[config.mk]
export PLATFORM = sky130hd
export DESIGN_NAME = pme_cell
export DESIGN_NICKNAME = d
export VERILOG_FILES = /design/src/rtl/prim_mst_engine_assert.svh /design/src/rtl/pme_pkg.sv /design/src/rtl/pme_cell.sv
export SDC_FILE = /design/constraint.sdc
export NUM_CORES = 1
export LEC_CHECK = 0
export ABC_AREA = 1
export ABC_CLOCK_PERIOD_IN_PS = 2300
export CORE_MARGIN = 3
export CORE_UTILIZATION = 25
export CTS_BUF_LIST = sky130_fd_sc_hd__clkbuf_8
export DETAILED_ROUTE_END_ITERATION = 6
export DONT_BUFFER_PORTS = 1
export GPL_ROUTABILITY_DRIVEN = 0
export PLACE_DENSITY_LB_ADDON = 0.08
export SETUP_SLACK_MARGIN = 0.2
export SLEW_MARGIN = 0
export SYNTH_ARGS = -nofsm -noshare
export SYNTH_HDL_FRONTEND = slang
export SYNTH_SLANG_ARGS = --single-unit
export TNS_END_PERCENT = 20
[constraint.sdc]
create_clock -name clk -period 2.3 [get_ports clk]
set_input_delay 0.115 -clock clk [delete_from_list [all_inputs] [get_ports clk]]
set_output_delay 0.115 -clock clk [all_outputs]
set_load 0.1 [all_outputs]
[src/rtl/prim_mst_engine_assert.svh]
// Assertion macros used by the spanning tree engine top level.
`ifndef PRIM_MST_ENGINE_ASSERT_SVH
`define PRIM_MST_ENGINE_ASSERT_SVH

// Check that the consequent holds in the same cycle as the antecedent.
`define PME_ASSERT_NOW(lbl, ante, cons) \
  lbl: assert property (@(posedge clk) disable iff (!rst_n) (ante) |-> (cons)) \
    else $error("same-cycle check failed");

// Check that the consequent holds in the cycle after the antecedent.
`define PME_ASSERT_NEXT(lbl, ante, cons) \
  lbl: assert property (@(posedge clk) disable iff (!rst_n) (ante) |=> (cons)) \
    else $error("next-cycle check failed");

`endif

[src/rtl/pme_pkg.sv]
// Shared types and constants of the spanning tree engine.
package pme_pkg;

  localparam int MAX_VERTICES_DEF = 64;
  localparam int WEIGHT_BITS_DEF  = 16;
  localparam int VTX_BITS         = 6;
  localparam int CNT_BITS         = 7;
  localparam int WPORT_BITS       = 16;
  localparam logic [CNT_BITS-1:0] VERTEX_COUNT_RST = 7'd64;

  typedef enum logic [1:0] {
    CMD_CLEAR = 2'd0,
    CMD_ADD   = 2'd1,
    CMD_RUN   = 2'd2,
    CMD_NONE  = 2'd3
  } cmd_t;

  typedef enum logic [3:0] {
    ST_CLEAR,
    ST_IDLE,
    ST_ADD_RD,
    ST_ADD_WR,
    ST_INIT,
    ST_SEARCH,
    ST_DECIDE,
    ST_LOAD,
    ST_LOAD_TAIL,
    ST_RELAX,
    ST_UNREACH
  } state_t;

  typedef struct packed {
    logic                init;
    logic                shift;
    logic                relax;
    logic                mark;
    logic [VTX_BITS-1:0] pick;
    logic [CNT_BITS-1:0] count;
  } cell_ctrl_t;

endpackage

[src/rtl/pme_cell.sv]
// One vertex cell: key, parent and flags, plus the edge and min-search shift stages.
module pme_cell import pme_pkg::*; #(
  parameter int MAX_VERTICES = MAX_VERTICES_DEF,
  parameter int WEIGHT_BITS  = WEIGHT_BITS_DEF,
  parameter int IDX          = 0
) (
  input  logic                          clk,
  input  logic                          rst_n,
  input  cell_ctrl_t                    ctrl,
  input  logic                          e_pres_i,
  input  logic [WEIGHT_BITS-1:0]        e_w_i,
  output logic                          e_pres_o,
  output logic [WEIGHT_BITS-1:0]        e_w_o,
  input  logic [WEIGHT_BITS:0]          t_key_i,
  input  logic [$clog2(MAX_VERTICES)-1:0] t_idx_i,
  input  logic [$clog2(MAX_VERTICES)-1:0] t_par_i,
  output logic [WEIGHT_BITS:0]          t_key_o,
  output logic [$clog2(MAX_VERTICES)-1:0] t_idx_o,
  output logic [$clog2(MAX_VERTICES)-1:0] t_par_o,
  output logic                          incl_o
);

  localparam int VW = $clog2(MAX_VERTICES);
  localparam int KW = WEIGHT_BITS + 1;
  localparam logic [VW-1:0] MY_ID = VW'(IDX);
  localparam logic [KW-1:0] KEY_INF = {1'b1, {WEIGHT_BITS{1'b0}}};
  localparam logic [KW-1:0] KEY_INIT = (IDX == 0) ? '0 : KEY_INF;

  logic [KW-1:0]          key_r, key_nxt;
  logic [VW-1:0]          par_r, par_nxt;
  logic                   incl_r, incl_nxt;
  logic                   act_r, act_nxt;
  logic                   ep_r, ep_nxt;
  logic [WEIGHT_BITS-1:0] ew_r, ew_nxt;
  logic [KW-1:0]          tk_r, tk_nxt;
  logic [VW-1:0]          ti_r, ti_nxt;
  logic [VW-1:0]          tp_r, tp_nxt;
  logic                   open;
  logic                   cand;
  logic                   relax_hit;

  assign open      = act_r && !incl_r;
  assign cand      = open && (key_r < t_key_i);
  assign relax_hit = open && ep_r && ({1'b0, ew_r} < key_r);

  always_comb begin
    key_nxt  = key_r;
    par_nxt  = par_r;
    incl_nxt = incl_r;
    act_nxt  = act_r;
    if (ctrl.init) begin
      key_nxt  = KEY_INIT;
      par_nxt  = '0;
      incl_nxt = 1'b0;
      act_nxt  = CNT_BITS'(IDX) < ctrl.count;
    end else begin
      if (ctrl.relax && relax_hit) begin
        key_nxt = {1'b0, ew_r};
        par_nxt = ctrl.pick[VW-1:0];
      end
      if (ctrl.mark && (ctrl.pick[VW-1:0] == MY_ID)) begin
        incl_nxt = 1'b1;
      end
    end
    ep_nxt = ctrl.shift ? e_pres_i : ep_r;
    ew_nxt = ctrl.shift ? e_w_i : ew_r;
    // advance the running minimum; strict compare keeps the lowest index on ties
    tk_nxt = cand ? key_r : t_key_i;
    ti_nxt = cand ? MY_ID : t_idx_i;
    tp_nxt = cand ? par_r : t_par_i;
  end

  always_ff @(posedge clk) begin
    if (!rst_n) begin
      incl_r <= 1'b0;
      act_r  <= 1'b0;
    end else begin
      incl_r <= incl_nxt;
      act_r  <= act_nxt;
    end
  end

  always_ff @(posedge clk) begin
    key_r <= key_nxt;
    par_r <= par_nxt;
    ep_r  <= ep_nxt;
    ew_r  <= ew_nxt;
    tk_r  <= tk_nxt;
    ti_r  <= ti_nxt;
    tp_r  <= tp_nxt;
  end

  assign e_pres_o = ep_r;
  assign e_w_o    = ew_r;
  assign t_key_o  = tk_r;
  assign t_idx_o  = ti_r;
  assign t_par_o  = tp_r;
  assign incl_o   = incl_r;

endmodule

# Yosys cells after proc, flatten, opt, wreduce, memory -nomap -nowiden
# Cells that the tools add are included.
[totals]
regBits = 70
input_bits = 65
[classes]
order_cmp = 3
muxes = 2
n_bitwise = 1
n_reduce_logical = 9
[op_table]
columns = ["op", "count"]
rows = [
  ["$lt A16 B17 Y1", 1],
  ["$lt A16 B16 Y1", 1],
  ["$mux W16", 1],
  ["$lt A1 B7 Y1 const A", 1],
  ["$logic_and A1 B1 Y1", 6],
  ["$logic_not A6 Y1", 1],
  ["$mux W6", 1],
  ["$reduce_or A2 Y1", 1],
  ["$logic_not A1 Y1", 1],
  ["$not A1 Y1", 1],
]

# Longest topological paths before layout
# Gate-level depths: netlist of the first run.
[logic_depth]
word_depth = 5
depth_mapped = 14

# Worst setup path after synthesis of the first run
# OpenSTA, ideal clock, no wires.
[synth_path]
kind = "flip-flop to flip-flop"
startpoint = "reg ew_r[5] (netlist: e_w_o[5])"
endpoint = "reg key_r[10]"
setup_time_ns = 0.117
arrival_ns = 2.195
slack_ns = -0.012
path_stages_with_launch = 11
cell_sequence = "edfxtp_1 > ha_1 > a21oi_1 > nor2_1 > nor3_1 > nand2_1 > nand2_1 > nand4_2 > buf_2 > nor2_1 > nor2_1"
[synth_via]
elab_chain_len = 3
[synth_rtl]
columns = ["element", "line_no", "source"]
rows = [
  ["from (decl)", "pme_cell.sv:34", "logic [WEIGHT_BITS-1:0] ew_r, ew_nxt;"],
  ["from (signal assigned)", "pme_cell.sv:87", "ew_r <= ew_nxt;"],
  ["$lt A16 B16 Y1", "pme_cell.sv:44", "assign relax_hit = open && ep_r && ({1'b0, ew_r} < key_r);"],
  ["$logic_and A1 B1 Y1", "pme_cell.sv:44", ""],
  ["$logic_and A1 B1 Y1", "pme_cell.sv:57", "if (ctrl.relax && relax_hit) begin"],
  ["to (signal assigned)", "pme_cell.sv:84", "key_r <= key_nxt;"],
  ["to (decl)", "pme_cell.sv:29", "logic [KW-1:0] key_r, key_nxt;"],
]
# No other way between the ends.
# A chain may end at the register's enable or synchronous reset.

# Worst setup path after layout of the first run
[layout_path]
startpoint = "reg key_r[9]"
endpoint = "reg key_r[15]"
[layout_via]
elab_chain_len = 3
[layout_rtl]
columns = ["element", "line_no"]
rows = [
  ["$lt A16 B16 Y1", "pme_cell.sv:44"],
  ["$logic_and A1 B1 Y1", "pme_cell.sv:44"],
  ["$logic_and A1 B1 Y1", "pme_cell.sv:57"],
]
# No other way between the ends.

==> run summary, run 1 <==
Clk sinks: 70
Final WL: 9080 um
Setup-failing EPs final: 0
Yosys cell types: 24
Fin Clk Skew: 0.00609 ns
Cell row count: 40
Cells after synthesis: 404
Total GRT Usage: 13.1%
CP startpoint kind: flop
Mapped Avg Cell Area: 8.03 sq um
Iteration-0 DRC Markers: 101
Crit path time final: 1.87 ns
Vias in the first global route: 2760
Top post-synthesis cells by area: dfxtp_1 (33%), edfxtp_1 (16%), nand2_1 (14%)
Area of the multi-input gates: 1410 sq um
Crit path required time: 2.55 ns
WL/cell: 13.8 um
Reg area: 1570 sq um
WL met2: 3970 um
First-pass iteration count of the detailed router: 4
Register bit total from synthesis: 70
Critical Path End Type: flop
Routed vias/inst: 4.22
Post-Syn Area: 3240 sq um
Dpl cell area: 3610 sq um
Initial Utilization: 26.2%
Met1 wire length: 4290 um
CTS tree: built
First-pass GRT wire length: 14400 um
Top layer in use: met4
Largest net degree at the start of global routing: 45
Total power: 3460 uW
Inserted Clock Buffers: 9
Area of the die: 14400 sq um
NumNets Final: 580
Worst setup startpoint: key_r[9]
Sequential area share after synthesis: 48.5%
Fin crit share: 81.5%
Arrival time worst endpoint: 2.13 ns
DIE HEIGHT: 120 um
Initial antenna violation count: 0
Fin. Hold Viols: 0
RSZ-0062 raised after global routing: no
Highest net fanout along the worst path: 44
Max-Cap Viols: 0
Post-Syn Nets: 499
Most frequent cells in the layout: nand2_1 (124), dlygate4sd3_1 (58), nor2_1 (55)
Worst Hold Launch: ctrl[14]
Detailed Place HPWL: 6430 um
Worst slew pin tran: 0.962 ns
Grt total ovfl: 0
Design area: 4450 sq um
Slew Viols, Final: 0
Crit Path Class: reg2reg
Post-synth top area cell: dfxtp_1
Die W: 120 um
Core box area: 12400 sq um
Fraction of layout cells with a size suffix above 1: 10.4%
Vias: 2774
Maximum vdd drop: 0.465 mV
Area grow syn2layout: 37.2%
# DRC: 0
# H-tree levels: 3
Commonest non-fill, non-tap cell in the layout: nand2_1
Fillers: 1309
Reg-to-Reg Start: key_r[9]
Relative slew margins: 35.8%
Clk_lat worst skew: 0.36 ns
Power Density: 777 nW/um^2
Clock Tree Buf Depth: 2
Post-route ant nets: 0
Clk slew on worst S/H paths: 0.08 ns
N_diodes: 0
Synth warn: 0
IO Pins: 112
HP Class: in2reg
Fmax achieved: 534 MHz
Met3 wire len: 723 um
Status: finished, final reports clean
Synth top area share: 32.7%
PortBufs: 0
Clk root buf: clkbuf_8
Leak: 0.00220 uW
==> cell type report <==
class	count	area share, %
sequential	70	35.4
multi-input combinational	266	31.7
timing repair buffer	85	18.2
tap	168	4.73
inverter	53	4.47
clock buffer	10	3.09
clock inverter	6	2.45
==> cell families after synthesis <==
group / share of synthesized area, %
AOI/OAI and AO/OA: 3.51
adders and majority gates: 11.6
buffers and inverters: 8.49
DFF: 48.5
and+or+nand+nor: 28.0
==> cell usage after synthesis <==
cell type / n
nor3_2: 1
nor4_1: 4
nand4_1: 22
nand2_1: 125
buf_2: 7
nor3b_1: 1
edfxtp_1: 17
nand3_1: 3
a21oi_2: 1
dfxtp_1: 53
nor3_1: 1
clkbuf_1: 6
o21ai_1: 1
nor2_1: 55
nand4_2: 2
buf_6: 1
ha_1: 30
a21oi_1: 13
nand2_2: 1
a2bb2oi_1: 1
buf_4: 1
a31oi_1: 1
o21ai_0: 4
inv_1: 53
==> final timing paths <==
path | cells past startpoint | end | slack [ns]
worst max-delay path | 9 | key_r[15] | 0.43
worst min-delay path | 4 | par_r[0] | 0.22
worst max register to register | 9 | key_r[15] | 0.43
worst min register to register | 2 | t_par_o[1] | 0.48
==> per-layer routing <==
metal | up-vias | global-route usage, %
met3 | 7 | 5.94
met4 | 0 | 3.87
met5 | - | 0
li1 | 1453 | -
met2 | 95 | 20.2
met1 | 1219 | 16.6
==> sequential cells by signal, indices dropped and copies added (netlist names) <==
register and count:
t_key_o 17, e_w_o 16, key_r 16, par_r 6, t_idx_o 6, t_par_o 6, act_r 1, e_pres_o 1
incl_o 1
==> report_power, final <==
group | internal [uW] | total [uW] | leakage, uW | switching, uW
Clock | 747 | 1230 | 0.000126 | 482
Sequential | 1340 | 1660 | 0.000605 | 317
Combinational | 183 | 568 | 0.00147 | 385
==> critical path, cell delays in order (launching register included) <==
cell and delay [ns]:
dfxtp_1 0.42, inv_1 0.09, ha_1 0.29, a21oi_1 0.16, o21ai_1 0.09, a21oi_2 0.19, nand4_4 0.12, buf_12 0.20
nor2_1 0.14, nor2_1 0.06
==> timing repair <==
action,in CTS,in global routing
endpoints found under the hold margin,71,0
hold buffers,58,0
gates resized for setup,1,3
setup buffers,0,0
endpoints found under the setup margin,1,21
==> metrics by stage <==
step	hold slack (ns)	setup TNS [ns]	instances	worst slack [ns]	util, %
detailed placement	0.214	0	584	0.211	29.2
floorplan	0.213	-0.132	404	-0.00862	-
finish	0.223	0	658	0.426	36.0
global route	0.223	0	658	0.242	36.0
global placement	0.214	0	584	0.242	29.2
CTS	0.227	0	658	0.300	35.9
Power figures use the tool's default switching activity.
==> inputs of run 2 (changes only) <==
--- a/config.mk
+++ b/config.mk
@@ -6,7 +6,7 @@
 export NUM_CORES = 1
 export LEC_CHECK = 0
 export ABC_AREA = 1
-export ABC_CLOCK_PERIOD_IN_PS = 2300
+export ABC_CLOCK_PERIOD_IN_PS = 1960
 export CORE_MARGIN = 3
 export CORE_UTILIZATION = 25
 export CTS_BUF_LIST = sky130_fd_sc_hd__clkbuf_8
==> constraint.sdc (replaced) <==
create_clock -name clk -period 1.96 [get_ports clk]
set_input_delay 0.098 -clock clk [delete_from_list [all_inputs] [get_ports clk]]
set_output_delay 0.098 -clock clk [all_outputs]
set_load 0.1 [all_outputs]
==> run summary, run 2 (synthesis gave the netlist of run 1 again) <==
R2R Setup Slk: 0.09 ns
N_diodes: 0
Largest net degree at the start of global routing: 29
Fmax achieved: 536 MHz
Fin. Hold Viols: 0
Status: finished, final reports clean
R2r endpoint: t_key_o[14]
Worst Hold Launch: ctrl[16]
Fin util: 41.8%
Highest net fanout along the worst path: 14
Iteration-0 DRC Markers: 78
WL/cell: 14.2 um
Hold WS: 0.144 ns
Fin crit share: 95.2%
P_sw: 1450 uW
CTS tree: built
HP Class: in2reg
Inserted Clock Buffers: 9
Crit path required time: 2.22 ns
Fin Clk Skew: 0.0126 ns
First-pass GRT wire length: 14900 um
CP startpoint kind: flop
Area grow syn2layout: 59.1%
Reg-to-Reg Start: key_r[6]
# H-tree levels: 3
Fillers: 1270
Worst slew pin tran: 0.788 ns
Max-Cap Viols: 0
Worst hold stages: 4
Leak: 0.00247 uW
Clk_lat worst skew: 0.37 ns
Initial antenna violation count: 0
WHS Endpoint: key_r[4]
Vias: 2955
Detailed Place HPWL: 6700 um
IO Pins: 112
Fraction of layout cells with a size suffix above 1: 30.4%
Area of the die: 14400 sq um
Final WL: 9920 um
Max reg flops: 17
DIE HEIGHT: 120 um
Most frequent cells in the layout: nand2_1 (97), dlygate4sd3_1 (58), buf_4 (55)
Clock Tree Buf Depth: 2
# DRC: 0
Relative slew margins: 47.3%
R2R cell count: 11
Clk slew on worst S/H paths: 0.07 ns
Grt total ovfl: 0
Arrival time worst endpoint: 2.12 ns
Dpl cell area: 3850 sq um
Clock Power Share: 30.3%
NumNets Final: 620
Crit Path Class: reg2reg
Core box area: 12400 sq um
Cell row count: 40
Die W: 120 um
Routed vias/inst: 4.23
RSZ-0062 raised after global routing: yes
First-pass iteration count of the detailed router: 4
Int Pwr: 2550 uW
Clk root buf: clkbuf_8
Maximum vdd drop: 0.505 mV
Switching Fraction: 36.2%
Design area: 5160 sq um
Power Density: 774 nW/um^2
Slew Viols, Final: 0
Sequential power share: 40.5%
Post-route ant nets: 0
Initial Utilization: 26.2%
Setup-failing EPs final: 0
Crit path time final: 1.87 ns
Total GRT Usage: 13.5%
Clk sinks: 70
Combinational group share of total power: 29.2%
PortBufs: 0
Commonest non-fill, non-tap cell in the layout: nand2_1
Vias in the first global route: 2897
Critical Path End Type: flop
==> run 2: changes by cell type in the layout (fill, tap and decap cells not counted), moves of 5 or more <==
cell,before,now
nand2_4,0,7
a21oi_1,12,4
ha_1,30,19
dfxtp_4,0,5
buf_4,25,55
nand2_2,2,22
nand2_1,124,97
dfxtp_2,1,10
nor2_1,55,50
dfxtp_1,52,38
ha_4,0,10
a21oi_2,2,9
==> run 2: worst max path at each step <==
stage          cells after the start  startpoint           to  slack, ns
2_1_floorplan                     10    e_w_o[5]    key_r[10]      -0.35
3_5_place_dp                      10   key_r[15]     key_r[8]       0.07
3_3_place_gp                      10   key_r[15]     key_r[8]     0.0008
6_report                          11    key_r[6]  t_key_o[14]       0.09
5_1_grt                           11    e_w_o[7]     key_r[5]      -0.04
4_1_cts                           12    key_r[6]     par_r[4]       0.12
==> run 2: layout make-up <==
type / instances / area, sq um / share of cell area [%]
Multi-Input combinational cell: 266 / 1740 / 33.8
Timing Repair Buffer: 125 / 1200 / 23.3
Clock buffer: 11 / 151 / 2.93
Tap cell: 168 / 210 / 4.07
Sequential cell: 70 / 1600 / 31.1
Clock inverter: 5 / 50.0 / 0.970
Inverter: 53 / 199 / 3.85
==> run 2: worst max-delay path: stages, from the launching register on <==
cell       delay (ns)
dfxtp_4          0.35
buf_6            0.11
ha_4             0.21
a21oi_2          0.13
nor2_1           0.05
nor2_1           0.11
nand3_2          0.10
a21oi_4          0.22
nand3_4          0.15
clkbuf_16        0.22
nand2_1          0.06
nand2_1          0.04
==> run 2: through the flow <==
stage                     TNS (ns)  total power (uW)  std cells  setup WS [ns]
after CTS                        0              3960        687          0.119
final                            0              4000        698         0.0940
after global placement           0              2620        613       0.000849
after global routing        -0.572              4190        698        -0.0404
after detailed placement         0              2620        613         0.0667
after floorplan              -7.56              2420        404         -0.349
==> run 2: layer usage <==
metal  part of all wire (%)  vias up  GRT usage, %
met1                     46     1325          17.5
met2                     47       90          20.7
met4                    1.5        0          4.94
met5                      0        -             0
met3                    6.4       11          4.95
li1                       -     1529             -
==> run 2: repair_timing <==
item / CTS / global route
hold buffers: 58 / 0
endpoints found under the hold margin: 71 / 0
gates cloned: 0 / 5
resized for setup: 6 / 88
endpoints found under the setup margin: 50 / 52
pin swaps: 0 / 14
setup buffers: 0 / 6
==> run 2: power groups by stage <==
| stage | Clock [uW] | Sequential, uW | Combinational [uW] |
|---|---|---|---|
| final | 1210 | 1620 | 1170 |
| after global routing | 1320 | 1630 | 1240 |
| after CTS | 1270 | 1620 | 1070 |
| after detailed placement | 0 | 1650 | 971 |
| after global placement | 0 | 1650 | 968 |
| after floorplan | 0 | 2210 | 209 |
==> inputs of run 3 (changes only) <==
--- a/config.mk
+++ b/config.mk
@@ -5,7 +5,6 @@
 export SDC_FILE = /design/constraint.sdc
 export NUM_CORES = 1
 export LEC_CHECK = 0
-export ABC_AREA = 1
 export ABC_CLOCK_PERIOD_IN_PS = 1960
 export CORE_MARGIN = 3
 export CORE_UTILIZATION = 25
@@ -14,7 +13,7 @@
 export DONT_BUFFER_PORTS = 1
 export GPL_ROUTABILITY_DRIVEN = 0
 export PLACE_DENSITY_LB_ADDON = 0.08
-export SETUP_SLACK_MARGIN = 0.2
+export REMOVE_ABC_BUFFERS = 1
 export SLEW_MARGIN = 0
 export SYNTH_ARGS = -nofsm -noshare
 export SYNTH_HDL_FRONTEND = slang
==> run summary, run 3 <==
Status: finished, violations left
Failing checks: negative setup slack
Detailed Place HPWL: 8240 um
Worst slew pin tran: 1.04 ns
Initial antenna violation count: 1
Maximum vdd drop: 0.463 mV
DIE HEIGHT: 129 um
Vias: 3287
Fin. Hold Viols: 0
Core box area: 14600 sq um
N_diodes: 0
Synth top area share: 28.2%
Arrival time worst endpoint: 2.50 ns
Register bit total from synthesis: 70
First-pass iteration count of the detailed router: 4
Mapped Avg Cell Area: 9.83 sq um
Final worst setup slack: -0.241 ns
Clk_lat worst skew: 0.37 ns
Commonest non-fill, non-tap cell in the layout: buf_4
Cells after synthesis: 383
Setup-failing EPs final: 46
# DRC: 0
Top post-synthesis cells by area: dfxtp_1 (28%), edfxtp_1 (14%), ha_1 (10%)
Largest net degree at the start of global routing: 48
Highest net fanout along the worst path: 6
Vias in the first global route: 3332
WL/cell: 16.3 um
Post-route ant nets: 0
Clock Tree Buf Depth: 2
Max reg flops: 17
Sequential area share after synthesis: 41.7%
Post-synth top area cell: dfxtp_1
RSZ-0062 raised after global routing: yes
Ys flop type: dfxtp_1
Slowest cell delay on critical path: 0.40 ns
Initial Utilization: 25.7%
Power Density: 742 nW/um^2
Die W: 129 um
Placed Instances: 636
Routed vias/inst: 4.61
Crit path time final: 2.20 ns
Post-Syn Area: 3760 sq um
Clk slew on worst S/H paths: 0.08 ns
First-pass GRT wire length: 17600 um
Fin crit share: 112%
Synth warn: 0
Crit path required time: 2.26 ns
Clk root buf: clkbuf_8
Total GRT Usage: 14.0%
Top delay family on crit path: compound AO/OA/AOI/OAI gates
Area of the die: 16600 sq um
Area grow syn2layout: 52.3%
Cell with the most instances after synthesis: dfxtp_1
Fraction of layout cells with a size suffix above 1: 30.2%
Hold WS: 0.0129 ns
IO Pins: 112
Leak: 0.00229 uW
NumNets Final: 619
CTS tree: built
Final WL: 11600 um
Most frequent cells in the layout: buf_4 (86), dlygate4sd3_1 (54), nand2b_1 (46)
Post-synth ARST share: 0%
Final Non-Filler Cells: 713
Grt total ovfl: 0
CP Buf/Inv Count: 2
Max-Cap Viols: 0
Critical Path End Type: flop
Slew Viols, Final: 0
Worst path cell trace: ha_1 -> and2_4 -> a221oi_2 -> o21ai_2 -> a2111oi_4 -> buf_6 -> buf_8 -> mux2i_1
PortBufs: 0
Post-synth EDFFs: 17
Relative slew margins: 30.6%
Iteration-0 DRC Markers: 97
Fin Clk Skew: 0.00888 ns
CP startpoint kind: flop
Post-synth top cells: dfxtp_1 (53), nand2b_1 (46), nand3_1 (37), inv_1 (34), ha_1 (30)
Crit Path Class: reg2reg
Slowest CP cell: edfxtp_1
Inserted Clock Buffers: 9
Yosys cell types: 45
HP Class: in2reg
Clk sinks: 70
Fmax achieved: 454 MHz
Cell row count: 44
# H-tree levels: 3
run 3: cell types whose count changed in the layout (fill, tap and decap cells not counted), moves of 12 or more:
cell and change:
nand2_1 -89, nand2b_1 +46, nor2_1 -42, nand3_1 +37
buf_4 +31, mux2i_1 +27, nand2_2 -22, inv_1 -20
nand4_1 -20, o2111ai_1 +12
run 3: layer usage:
metal,global-route usage [%],vias up,part of all wire (%)
li1,-,1649,-
met5,0,-,0.069
met2,22.7,72,48
met4,4.14,2,1.2
met3,5.94,12,6.1
met1,16.9,1552,44
run 3: path summary, 6_finish.rpt:
check	startpoint	cells past startpoint	end	slack, ns
hold / removal	t_key_i[4]	2	t_key_o[4]	0.01
setup reg to reg	e_w_o[6]	8	par_r[2]	-0.24
hold reg to reg	par_r[5]	2	par_r[5]	0.49
setup / recovery	e_w_o[6]	8	par_r[2]	-0.24
run 3: power breakdown:
group | switching [uW] | internal [uW]
Combinational | 815 | 367
Sequential | 41.0 | 1570
Clock | 587 | 877
Total | 1440 | 2810
run 3: timing repair:
| item | 4_1_cts | 5_1_grt |
|---|---|---|
| pin swaps | 1 | 20 |
| hold buffers | 55 | 0 |
| hold endpoints to repair | 85 | 0 |
| setup buffers | 3 | 1 |
| gates cloned | 1 | 1 |
| setup endpoints to repair | 50 | 50 |
| gates resized for setup | 11 | 42 |
run 3: layout make-up:
cell class                 count  area [sq um]
inverter                      35           131
sequential                    70          1590
multi-input combinational    256          2150
fill                        1473          8910
clock buffer                  10           138
tap                          184           230
clock inverter                 6           109
timing repair buffer         152          1380
run 3: per-stage QoR:
stage                     power (uW)  TNS, ns  instance area (sq um)  worst slack (ns)  utilization [%]
final                           4250    -5.66                   5730            -0.241             39.1
after global routing            4450   -10.36                   5730            -0.354             39.1
after CTS                       4300    -8.95                   5490            -0.244             37.5
after detailed placement        2670   -10.60                   4620            -0.299             31.5
after global placement          2670    -9.61                   4620            -0.264             31.5
after floorplan                 2410   -51.25                   3660             -1.45                -
run 3: cells by family (layout without fill, tap and decap cells):
| group | after synthesis | count (layout) | synth area share [%] |
|---|---|---|---|
| fa+ha+maj | 30 | 30 | 9.97 |
| simple gates | 144 | 144 | 22.3 |
| buf+inv | 57 | 203 | 6.35 |
| mux | 27 | 27 | 7.18 |
| flops | 70 | 70 | 41.7 |
| compound gates | 55 | 55 | 12.4 |
